===== config.mk =====
export PLATFORM = sky130hd
export DESIGN_NAME = http_request_head_parser
export DESIGN_NICKNAME = d
export VERILOG_FILES = /design/src/sv/hrhp_pkg.sv /design/src/sv/http_request_head_parser.sv /design/src/sv/hrhp_step.sv
export SDC_FILE = /design/constraint.sdc
export NUM_CORES = 1
export LEC_CHECK = 0
export BUFFER_PORTS_ARGS = -buffer_cell sky130_fd_sc_hd__buf_2
export CELL_PAD_IN_SITES_DETAIL_PLACEMENT = 0
export CELL_PAD_IN_SITES_GLOBAL_PLACEMENT = 2
export CORE_ASPECT_RATIO = 1.4
export CORE_MARGIN = 2
export CORE_UTILIZATION = 36
export CTS_CLUSTER_DIAMETER = 60
export CTS_CLUSTER_SIZE = 12
export DETAILED_ROUTE_END_ITERATION = 10
export GPL_ROUTABILITY_DRIVEN = 0
export GPL_TIMING_DRIVEN = 0
export PLACE_DENSITY = 0.92
export SETUP_SLACK_MARGIN = 0.1
export SLEW_MARGIN = 15
export SYNTH_ARGS = -nofsm -noshare
export SYNTH_HDL_FRONTEND = slang
export SYNTH_SLANG_ARGS = --single-unit

===== constraint.sdc =====
create_clock -name i_clk -period 4.7 [get_ports i_clk]
set_input_delay 1.41 -clock i_clk [delete_from_list [all_inputs] [get_ports i_clk]]
set_output_delay 1.41 -clock i_clk [all_outputs]
set_load 0.02 [all_outputs]

===== src/sv/hrhp_pkg.sv =====
// types, character codes and keyword tables of the http request head parser
// no dependencies; used by hrhp_step, http_request_head_parser and hrhp_checker
`timescale 1ns / 1ps

package hrhp_pkg;

    localparam logic [7:0] CH_TAB   = 8'h09;
    localparam logic [7:0] CH_LF    = 8'h0A;
    localparam logic [7:0] CH_CR    = 8'h0D;
    localparam logic [7:0] CH_SPACE = 8'h20;
    localparam logic [7:0] CH_SLASH = 8'h2F;

    localparam logic [3:0] METHOD_LEN  = 4'd3;
    localparam logic [3:0] VERSION_LEN = 4'd8;
    localparam logic [3:0] SCHEME_LEN  = 4'd7;
    localparam logic [3:0] HOST_LEN    = 4'd5;

    typedef enum logic [2:0] {
        PH_METHOD,
        PH_SEP1,
        PH_URL,
        PH_SEP2,
        PH_VERSION,
        PH_HEADERS
    } t_phase;

    typedef enum logic [1:0] {
        URL_UNDECIDED,
        URL_GOOD,
        URL_WAIT_SLASH,
        URL_BAD
    } t_url;

    typedef enum logic [1:0] {
        HDR_MATCH,
        HDR_SKIP_SEP,
        HDR_VALUE,
        HDR_OTHER
    } t_hdr;

    typedef enum logic [1:0] {
        OUT_RUNNING,
        OUT_COMPLETE,
        OUT_BAD
    } t_outcome;

    typedef enum logic [2:0] {
        ROLE_OTHER,
        ROLE_METHOD,
        ROLE_URL,
        ROLE_VERSION,
        ROLE_HOST
    } t_role;

    typedef struct packed {
        t_phase     phase;
        logic [3:0] match_pos;
        logic       mismatch;
        t_url       url;
        logic       pending_cr;
        t_hdr       hdr;
        logic       line_has_bytes;
        t_outcome   outcome;
    } t_parse_state;

    typedef struct packed {
        t_outcome status;
        t_role    role;
        logic     line_end;
        logic     host_line;
    } t_result;

    function automatic logic [7:0] fold(input logic [7:0] c);
        logic [7:0] r;
        r = c;
        if (c inside {["A":"Z"]}) begin
            r = c + 8'd32;
        end
        return r;
    endfunction

    function automatic logic [7:0] method_char(input logic [1:0] pos);
        logic [7:0] r;
        case (pos)
            2'd0:    r = "g";
            2'd1:    r = "e";
            2'd2:    r = "t";
            default: r = 8'h00;
        endcase
        return r;
    endfunction

    function automatic logic [7:0] version_char(input logic [2:0] pos);
        logic [7:0] r;
        case (pos)
            3'd0:    r = "h";
            3'd1:    r = "t";
            3'd2:    r = "t";
            3'd3:    r = "p";
            3'd4:    r = "/";
            3'd5:    r = "1";
            3'd6:    r = ".";
            3'd7:    r = "1";
            default: r = 8'h00;
        endcase
        return r;
    endfunction

    function automatic logic [7:0] scheme_char(input logic [2:0] pos);
        logic [7:0] r;
        case (pos)
            3'd0:    r = "h";
            3'd1:    r = "t";
            3'd2:    r = "t";
            3'd3:    r = "p";
            3'd4:    r = ":";
            3'd5:    r = "/";
            3'd6:    r = "/";
            default: r = 8'h00;
        endcase
        return r;
    endfunction

    function automatic logic [7:0] host_char(input logic [2:0] pos);
        logic [7:0] r;
        case (pos)
            3'd0:    r = "h";
            3'd1:    r = "o";
            3'd2:    r = "s";
            3'd3:    r = "t";
            3'd4:    r = ":";
            default: r = 8'h00;
        endcase
        return r;
    endfunction

endpackage


===== src/sv/http_request_head_parser.sv =====
// http request head parser: checks request line and headers, tags each byte
// Input channel: i_in_valid / o_in_stall carry one request byte and a restart
// flag per transaction; restart clears the parse state before that byte.
// Output channel: o_out_valid / i_out_stall carry one result per byte: status,
// byte role, line end and host header line.
// A byte passes from the input register through the parse step into the result
// register, which drives the outputs.
// Throughput: one byte per cycle while the receiver does not stall; the
// parse state update is a single pass of logic between the two registers.
// When the receiver stalls, the result holds and the byte waiting in the input
// register stays there; o_in_stall rises only once both registers are full.
// Reset (i_rst_n low at an edge) empties both registers, clears the parse
// state and sets the separator register back to tab only.
// i_cfg_wr_en writes i_cfg_wr_data into the separator register (1: space also
// separates fields); write it only while no transaction is in flight.
// depends on hrhp_pkg and hrhp_step
`timescale 1ns / 1ps

module http_request_head_parser (
    input  logic       i_clk,
    input  logic       i_rst_n,
    input  logic       i_cfg_wr_en,
    input  logic       i_cfg_wr_data,
    input  logic       i_in_valid,
    output logic       o_in_stall,
    input  logic [7:0] i_data_byte,
    input  logic       i_restart,
    output logic       o_out_valid,
    input  logic       i_out_stall,
    output logic [1:0] o_status,
    output logic [2:0] o_byte_role,
    output logic       o_line_end,
    output logic       o_host_header_line
);
    import hrhp_pkg::*;

    logic         r_space_en;
    logic         r_in_valid;
    logic [7:0]   r_in_byte;
    logic         r_in_restart;
    logic         r_out_valid;
    t_result      r_result;
    t_parse_state r_state;

    t_parse_state cur_state;
    t_parse_state n_state;
    t_result      n_result;
    logic         move_out;
    logic         in_take;

    // result register free or draining this cycle
    assign move_out   = r_in_valid && (!r_out_valid || !i_out_stall);
    assign o_in_stall = r_in_valid && !move_out;
    assign in_take    = i_in_valid && !o_in_stall;

    assign cur_state = r_in_restart ? t_parse_state'('0) : r_state;

    hrhp_step u_step (
        .i_state     (cur_state),
        .i_data_byte (r_in_byte),
        .i_space_en  (r_space_en),
        .o_state     (n_state),
        .o_result    (n_result)
    );

    always_ff @(posedge i_clk) begin
        if (!i_rst_n) begin
            r_space_en <= 1'b0;
        end else if (i_cfg_wr_en) begin
            r_space_en <= i_cfg_wr_data;
        end
    end

    always_ff @(posedge i_clk) begin
        if (!i_rst_n) begin
            r_in_valid <= 1'b0;
        end else if (in_take) begin
            r_in_valid <= 1'b1;
        end else if (move_out) begin
            r_in_valid <= 1'b0;
        end
    end

    always_ff @(posedge i_clk) begin
        if (in_take) begin
            r_in_byte    <= i_data_byte;
            r_in_restart <= i_restart;
        end
    end

    always_ff @(posedge i_clk) begin
        if (!i_rst_n) begin
            r_out_valid <= 1'b0;
            r_state     <= '0;
        end else if (move_out) begin
            r_out_valid <= 1'b1;
            r_state     <= n_state;
        end else if (!i_out_stall) begin
            r_out_valid <= 1'b0;
        end
    end

    always_ff @(posedge i_clk) begin
        if (move_out) begin
            r_result <= n_result;
        end
    end

    assign o_out_valid        = r_out_valid;
    assign o_status           = r_result.status;
    assign o_byte_role        = r_result.role;
    assign o_line_end         = r_result.line_end;
    assign o_host_header_line = r_result.host_line;

endmodule


===== src/sv/hrhp_step.sv =====
// per-byte parse step: next parse state and byte result from current state
// depends on hrhp_pkg
`timescale 1ns / 1ps

module hrhp_step (
    input  hrhp_pkg::t_parse_state i_state,
    input  logic [7:0]             i_data_byte,
    input  logic                   i_space_en,
    output hrhp_pkg::t_parse_state o_state,
    output hrhp_pkg::t_result      o_result
);
    import hrhp_pkg::*;

    t_parse_state st;
    t_parse_state nst;
    t_result      res;
    logic [7:0]   fc;
    logic         sep;
    logic         host_line;
    logic         do_url;
    t_url         ub_url;
    logic [3:0]   ub_pos;
    logic         do_ver;
    logic [3:0]   vb_pos;

    assign st = i_state;

    always_comb begin
        nst       = st;
        res       = '0;
        res.role  = ROLE_OTHER;
        fc        = fold(i_data_byte);
        sep       = (i_data_byte == CH_TAB) || (i_space_en && (i_data_byte == CH_SPACE));
        host_line = (st.phase == PH_HEADERS) &&
                    ((st.hdr == HDR_SKIP_SEP) || (st.hdr == HDR_VALUE));
        do_url    = 1'b0;
        ub_url    = st.url;
        ub_pos    = st.match_pos;
        do_ver    = 1'b0;
        vb_pos    = st.match_pos;

        if (st.outcome == OUT_RUNNING) begin
            if (st.pending_cr) begin
                nst.pending_cr = 1'b0;
                if (i_data_byte != CH_LF) begin
                    nst.outcome = OUT_BAD;
                end else if (st.phase != PH_HEADERS) begin
                    if ((st.phase == PH_VERSION) && !st.mismatch &&
                        (st.match_pos == VERSION_LEN)) begin
                        nst.phase          = PH_HEADERS;
                        nst.match_pos      = 4'd0;
                        nst.hdr            = HDR_MATCH;
                        nst.line_has_bytes = 1'b0;
                        res.line_end       = 1'b1;
                    end else begin
                        nst.outcome = OUT_BAD;
                    end
                end else if (!st.line_has_bytes) begin
                    // blank line ends the head
                    nst.outcome  = OUT_COMPLETE;
                    res.line_end = 1'b1;
                end else begin
                    res.line_end       = 1'b1;
                    res.host_line      = host_line;
                    nst.match_pos      = 4'd0;
                    nst.hdr            = HDR_MATCH;
                    nst.line_has_bytes = 1'b0;
                end
            end else if (i_data_byte == CH_LF) begin
                nst.outcome = OUT_BAD;
            end else if (i_data_byte == CH_CR) begin
                nst.pending_cr = 1'b1;
                res.host_line  = host_line;
            end else begin
                case (st.phase)
                    PH_METHOD: begin
                        if (sep) begin
                            if (st.match_pos != METHOD_LEN) begin
                                nst.mismatch = 1'b1;
                            end
                            nst.phase = PH_SEP1;
                        end else begin
                            if ((st.match_pos < METHOD_LEN) &&
                                (fc == method_char(st.match_pos[1:0]))) begin
                                nst.match_pos = st.match_pos + 4'd1;
                            end else begin
                                nst.mismatch = 1'b1;
                            end
                            res.role = ROLE_METHOD;
                        end
                    end
                    PH_SEP1: begin
                        if (!sep) begin
                            nst.phase = PH_URL;
                            do_url    = 1'b1;
                            ub_url    = URL_UNDECIDED;
                            ub_pos    = 4'd0;
                            res.role  = ROLE_URL;
                        end
                    end
                    PH_URL: begin
                        if (sep) begin
                            if (st.url != URL_GOOD) begin
                                nst.mismatch = 1'b1;
                            end
                            nst.phase = PH_SEP2;
                        end else begin
                            do_url   = 1'b1;
                            res.role = ROLE_URL;
                        end
                    end
                    PH_SEP2: begin
                        if (!sep) begin
                            nst.phase = PH_VERSION;
                            do_ver    = 1'b1;
                            vb_pos    = 4'd0;
                            res.role  = ROLE_VERSION;
                        end
                    end
                    PH_VERSION: begin
                        // separators here are version bytes too
                        do_ver   = 1'b1;
                        res.role = ROLE_VERSION;
                    end
                    default: begin
                        nst.line_has_bytes = 1'b1;
                        if (st.hdr == HDR_MATCH) begin
                            if ((st.match_pos < HOST_LEN) &&
                                (fc == host_char(st.match_pos[2:0]))) begin
                                nst.match_pos = st.match_pos + 4'd1;
                                if (st.match_pos + 4'd1 == HOST_LEN) begin
                                    nst.hdr = HDR_SKIP_SEP;
                                end
                            end else begin
                                nst.hdr = HDR_OTHER;
                            end
                        end else if (st.hdr == HDR_SKIP_SEP) begin
                            if (!sep) begin
                                nst.hdr  = HDR_VALUE;
                                res.role = ROLE_HOST;
                            end
                        end else if (st.hdr == HDR_VALUE) begin
                            res.role = ROLE_HOST;
                        end
                    end
                endcase

                if (do_url) begin
                    nst.url       = ub_url;
                    nst.match_pos = ub_pos;
                    if (ub_url == URL_UNDECIDED) begin
                        if ((ub_pos == 4'd0) && (i_data_byte == CH_SLASH)) begin
                            nst.url = URL_GOOD;
                        end else if ((ub_pos < SCHEME_LEN) &&
                                     (fc == scheme_char(ub_pos[2:0]))) begin
                            nst.match_pos = ub_pos + 4'd1;
                            if (ub_pos + 4'd1 == SCHEME_LEN) begin
                                nst.url = URL_WAIT_SLASH;
                            end
                        end else begin
                            nst.url = URL_BAD;
                        end
                    end else if ((ub_url == URL_WAIT_SLASH) && (i_data_byte == CH_SLASH)) begin
                        nst.url = URL_GOOD;
                    end
                end

                if (do_ver) begin
                    nst.match_pos = vb_pos;
                    if ((vb_pos < VERSION_LEN) && (fc == version_char(vb_pos[2:0]))) begin
                        nst.match_pos = vb_pos + 4'd1;
                    end else begin
                        nst.mismatch = 1'b1;
                    end
                end

                res.host_line = (nst.phase == PH_HEADERS) &&
                                ((nst.hdr == HDR_SKIP_SEP) || (nst.hdr == HDR_VALUE));
            end

            if (nst.outcome != OUT_RUNNING) begin
                res.role      = ROLE_OTHER;
                res.host_line = 1'b0;
                if (nst.outcome == OUT_BAD) begin
                    res.line_end = 1'b0;
                end
            end
        end

        res.status = nst.outcome;
    end

    assign o_state  = nst;
    assign o_result = res;

endmodule


==> results_dict.tcl <==
set metrics [dict create \
    yosys.cell_types.count 68 \
    final_cell_mix "nor2_1 (52), nand2_1 (36), a21oi_1 (31), buf_2 (28), o21ai_0 (28)" \
    peakVddDrop_mv 0.1688 \
    rr_endpoint "r_state[12]" \
    routedWlPerCell_microns 19.90 \
    cts.clk_slew.worst_paths_ns 0.06 \
    synth_edf_count 16 \
    diodes 0 \
    grt_pass1_vias 3499 \
    min_path_type "register to register" \
    drive_gt1_share_pct 11.84 \
    die_w_microns 85.02 \
    tns_ns 0 \
    start_kind "register" \
    clockRootBuffer "clkbuf_16" \
    relSlewSlack_pct 34.16 \
    period_minus_slack_ns 4.410 \
    fin_nets 502 \
    routed_wl_microns 11540 \
    synth-main-ff-cell "dfxtp_1" \
    multi_input_area_sq_mm 0.002301 \
    grt_use_met2_pct 40.77 \
    io_buffer_count 23 \
    r2r-start "r_in_byte[2]" \
    yosysSeqAreaShare_pct 26.02 \
    final_util_pct 42.15 \
    syn_inst 441 \
    slew_viol_final 0 \
    p_leak_nw 1.411 \
    grt_max_degree 17 \
    drv_cap 0 \
    clock-sinks 35 \
    path_buf_inv 2 \
    seq_area_sq_um 860.8 \
    syn_area_per_cell_sq_um 7.502 \
    outcome "finished clean" \
    cts_made_buffers 5 \
    clk_latency_ns 0.29 \
    dp_hpwl_microns 8932 \
    required_ns 4.88 \
    final.period_utilization_pct 93.83 \
    core_sq_mm 0.008977 \
    antenna_found_initial 0 \
    drtPass1Iterations 5 \
    busiest_layer "met2" \
    gr-total-overflow 0 \
    tritoncts "built" \
    postRouteAntennaNets 0 \
    hold_viol 0 \
    ys_ff_latch 35 \
    r2r_slack_ns 0.29 \
    io_pins 24 \
    end_kind "register" \
    pwr_density_cell_mw_per_mm2 215.8 \
    setup_viol 0 \
    grt_pass1_wl_microns 18520 \
    use_met1_pct 27.09 \
    skew_ns 0.005416 \
    final_cell_area_sq_mm 0.003784 \
    syn_to_final_growth_pct 14.37 \
    die_area_sq_mm 0.009983 \
    hp-start "r_state[3]" \
    grt_use_total_pct 23.65 \
    ys_async_sr_fraction_pct 0 \
    path_delay_family "compound AO/OA/AOI/OAI gates" \
    worst-r2r-cell-count 15 \
    rsz0062_at_grt "true" \
    crit_type "register to register" \
    synth_area_sq_mm 0.003308 \
    synth_fp_nets 471 \
    hold_end "r_state[3]" \
    critical_path.slowest_cell "o21ai_0" \
    drc_errors 0 \
    start_util_pct 36.85 \
    cpPeakStageDelay_ns 0.46 \
    grt.met3_usage_pct 2.604 \
    tightest_slew_ns 0.9801 \
    worstPathMaxFanout 10 \
    placed_area_sq_mm 0.003568 \
    critPathArrivalTime_ns 4.59 \
    vias_per_cell 6.205 \
    die_h_microns 117.4 \
    num_rows 41 \
    clockBufferDepth 2 \
    path_cells "clkbuf_1 > nor2_1 > nand4_1 > and3_1 > clkbuf_1 > nor2_1 > ha_1 > ha_1 > o311ai_0 > a21oi_1 > o21ai_0 > nor3_1 > a211oi_1 > o311ai_0 > a32o_1" \
    mostFrequentLayoutCell "nor2_1" \
    max_freq_ghz 0.2268 \
    detail_route.iter0.violations 221 \
    fillers 920 \
    ys.warnings.count 0 \
    vias 3599 \
    min_path_cells 2 \
    h-tree-depth 2 \
]
## flip-flops by register name, indices dropped and copies added, names as in the netlist
signal,flops
o_byte_role,3
o_host_header_line,1
o_line_end,1
o_out_valid,1
o_status,2
r_in_byte,8
r_in_restart,1
r_in_valid,1
r_space_en,1
r_state,16
## timing repair
item	4_1_cts	5_1_grt
gates resized for setup	1	14
endpoints found under the hold margin	0	0
setup buffers	0	0
hold buffers	0	0
setup endpoints to repair	1	7
## area by class of cell
| cell class | count | area share [%] |
|---|---|---|
| Multi-Input combinational cell | 358 | 60.81 |
| Inverter | 18 | 1.852 |
| Sequential cell | 35 | 22.75 |
| Buffer | 30 | 3.472 |
| Timing Repair Buffer | 24 | 3.175 |
| Clock buffer | 6 | 3.406 |
| Tap cell | 107 | 3.538 |
| Clock inverter | 2 | 0.9921 |
## report_power, final
| part | switching [mW] | total, mW | internal (mW) |
|---|---|---|---|
| Combinational | 0.0639 | 0.0964 | 0.0325 |
| Clock | 0.134 | 0.384 | 0.250 |
| Sequential | 0.00811 | 0.336 | 0.328 |
| Total | 0.206 | 0.817 | 0.611 |
## tightest hold or removal path: stages (launching register included)
cell and delay (ns):
dfxtp_1 0.32, inv_1 0.07, o32ai_1 0.06
## cells by family (layout without fill, tap and decap cells)
family / after synthesis / count (layout) / synth area share, %
buffers and inverters: 48 / 80 / 5.900
muxes: 7 / 7 / 2.194
xor gates and xnor gates: 16 / 16 / 4.236
AOI/OAI and AO/OA: 132 / 132 / 27.12
and+or+nand+nor: 187 / 187 / 28.56
adders and majority gates: 16 / 16 / 5.976
DFF: 35 / 35 / 26.02
## Yosys cell counts, types with 4 or more instances
library cell,number,area share [%]
nand2_1,37,4.2
buf_2,4,0.61
or4_1,4,0.91
ha_1,15,5.7
nor3_1,20,3.0
o21ai_0,28,4.2
mux2i_1,5,1.5
nand3_1,15,2.3
nor2_1,52,5.9
nor2b_1,13,2.5
a21o_1,4,0.91
xnor2_1,9,2.4
edfxtp_1,16,15
nor4b_1,4,1.1
dfxtp_1,19,11
and3_1,9,1.7
a31oi_1,8,1.5
nand4_1,6,1.1
xor2_1,7,1.9
nand2b_1,5,0.95
nor4_1,5,0.95
o221ai_1,5,1.3
a21oi_1,31,4.7
a21boi_0,4,0.91
clkbuf_1,22,2.5
inv_1,17,1.9
o31ai_1,6,1.4
## layer usage
layer / wire, microns / up-vias
li1: - / 1708
met1: 4404 / 1695
met2: 5869 / 141
met3: 531 / 55
met4: 738 / 0
met5: 0 / -
## how the worst max path moves through the flow
stage          cells after the start            endpoint          from
5_1_grt                           15         r_state[11]  r_in_byte[0]
4_1_cts                           14         r_state[11]  r_in_byte[6]
3_5_place_dp                      14         r_state[11]  r_in_byte[6]
2_1_floorplan                     15  o_host_header_line  r_in_restart
3_3_place_gp                      14         r_state[11]  r_in_byte[6]
6_report                          15         r_state[12]  r_in_byte[2]
## through the flow
stage               setup WS (ns)  hold slack [ns]  std cells  power, mW
floorplan                  0.7811           0.4608        441     0.4001
global placement          -0.1158           0.4952        571     0.4341
CTS                        0.1438           0.5020        580     0.8180
global route              0.09250           0.5483        580     0.8413
finish                     0.2900           0.5026        580     0.8165
detailed placement       -0.05838           0.4974        572     0.4347
Power figures use the tool's default switching activity.
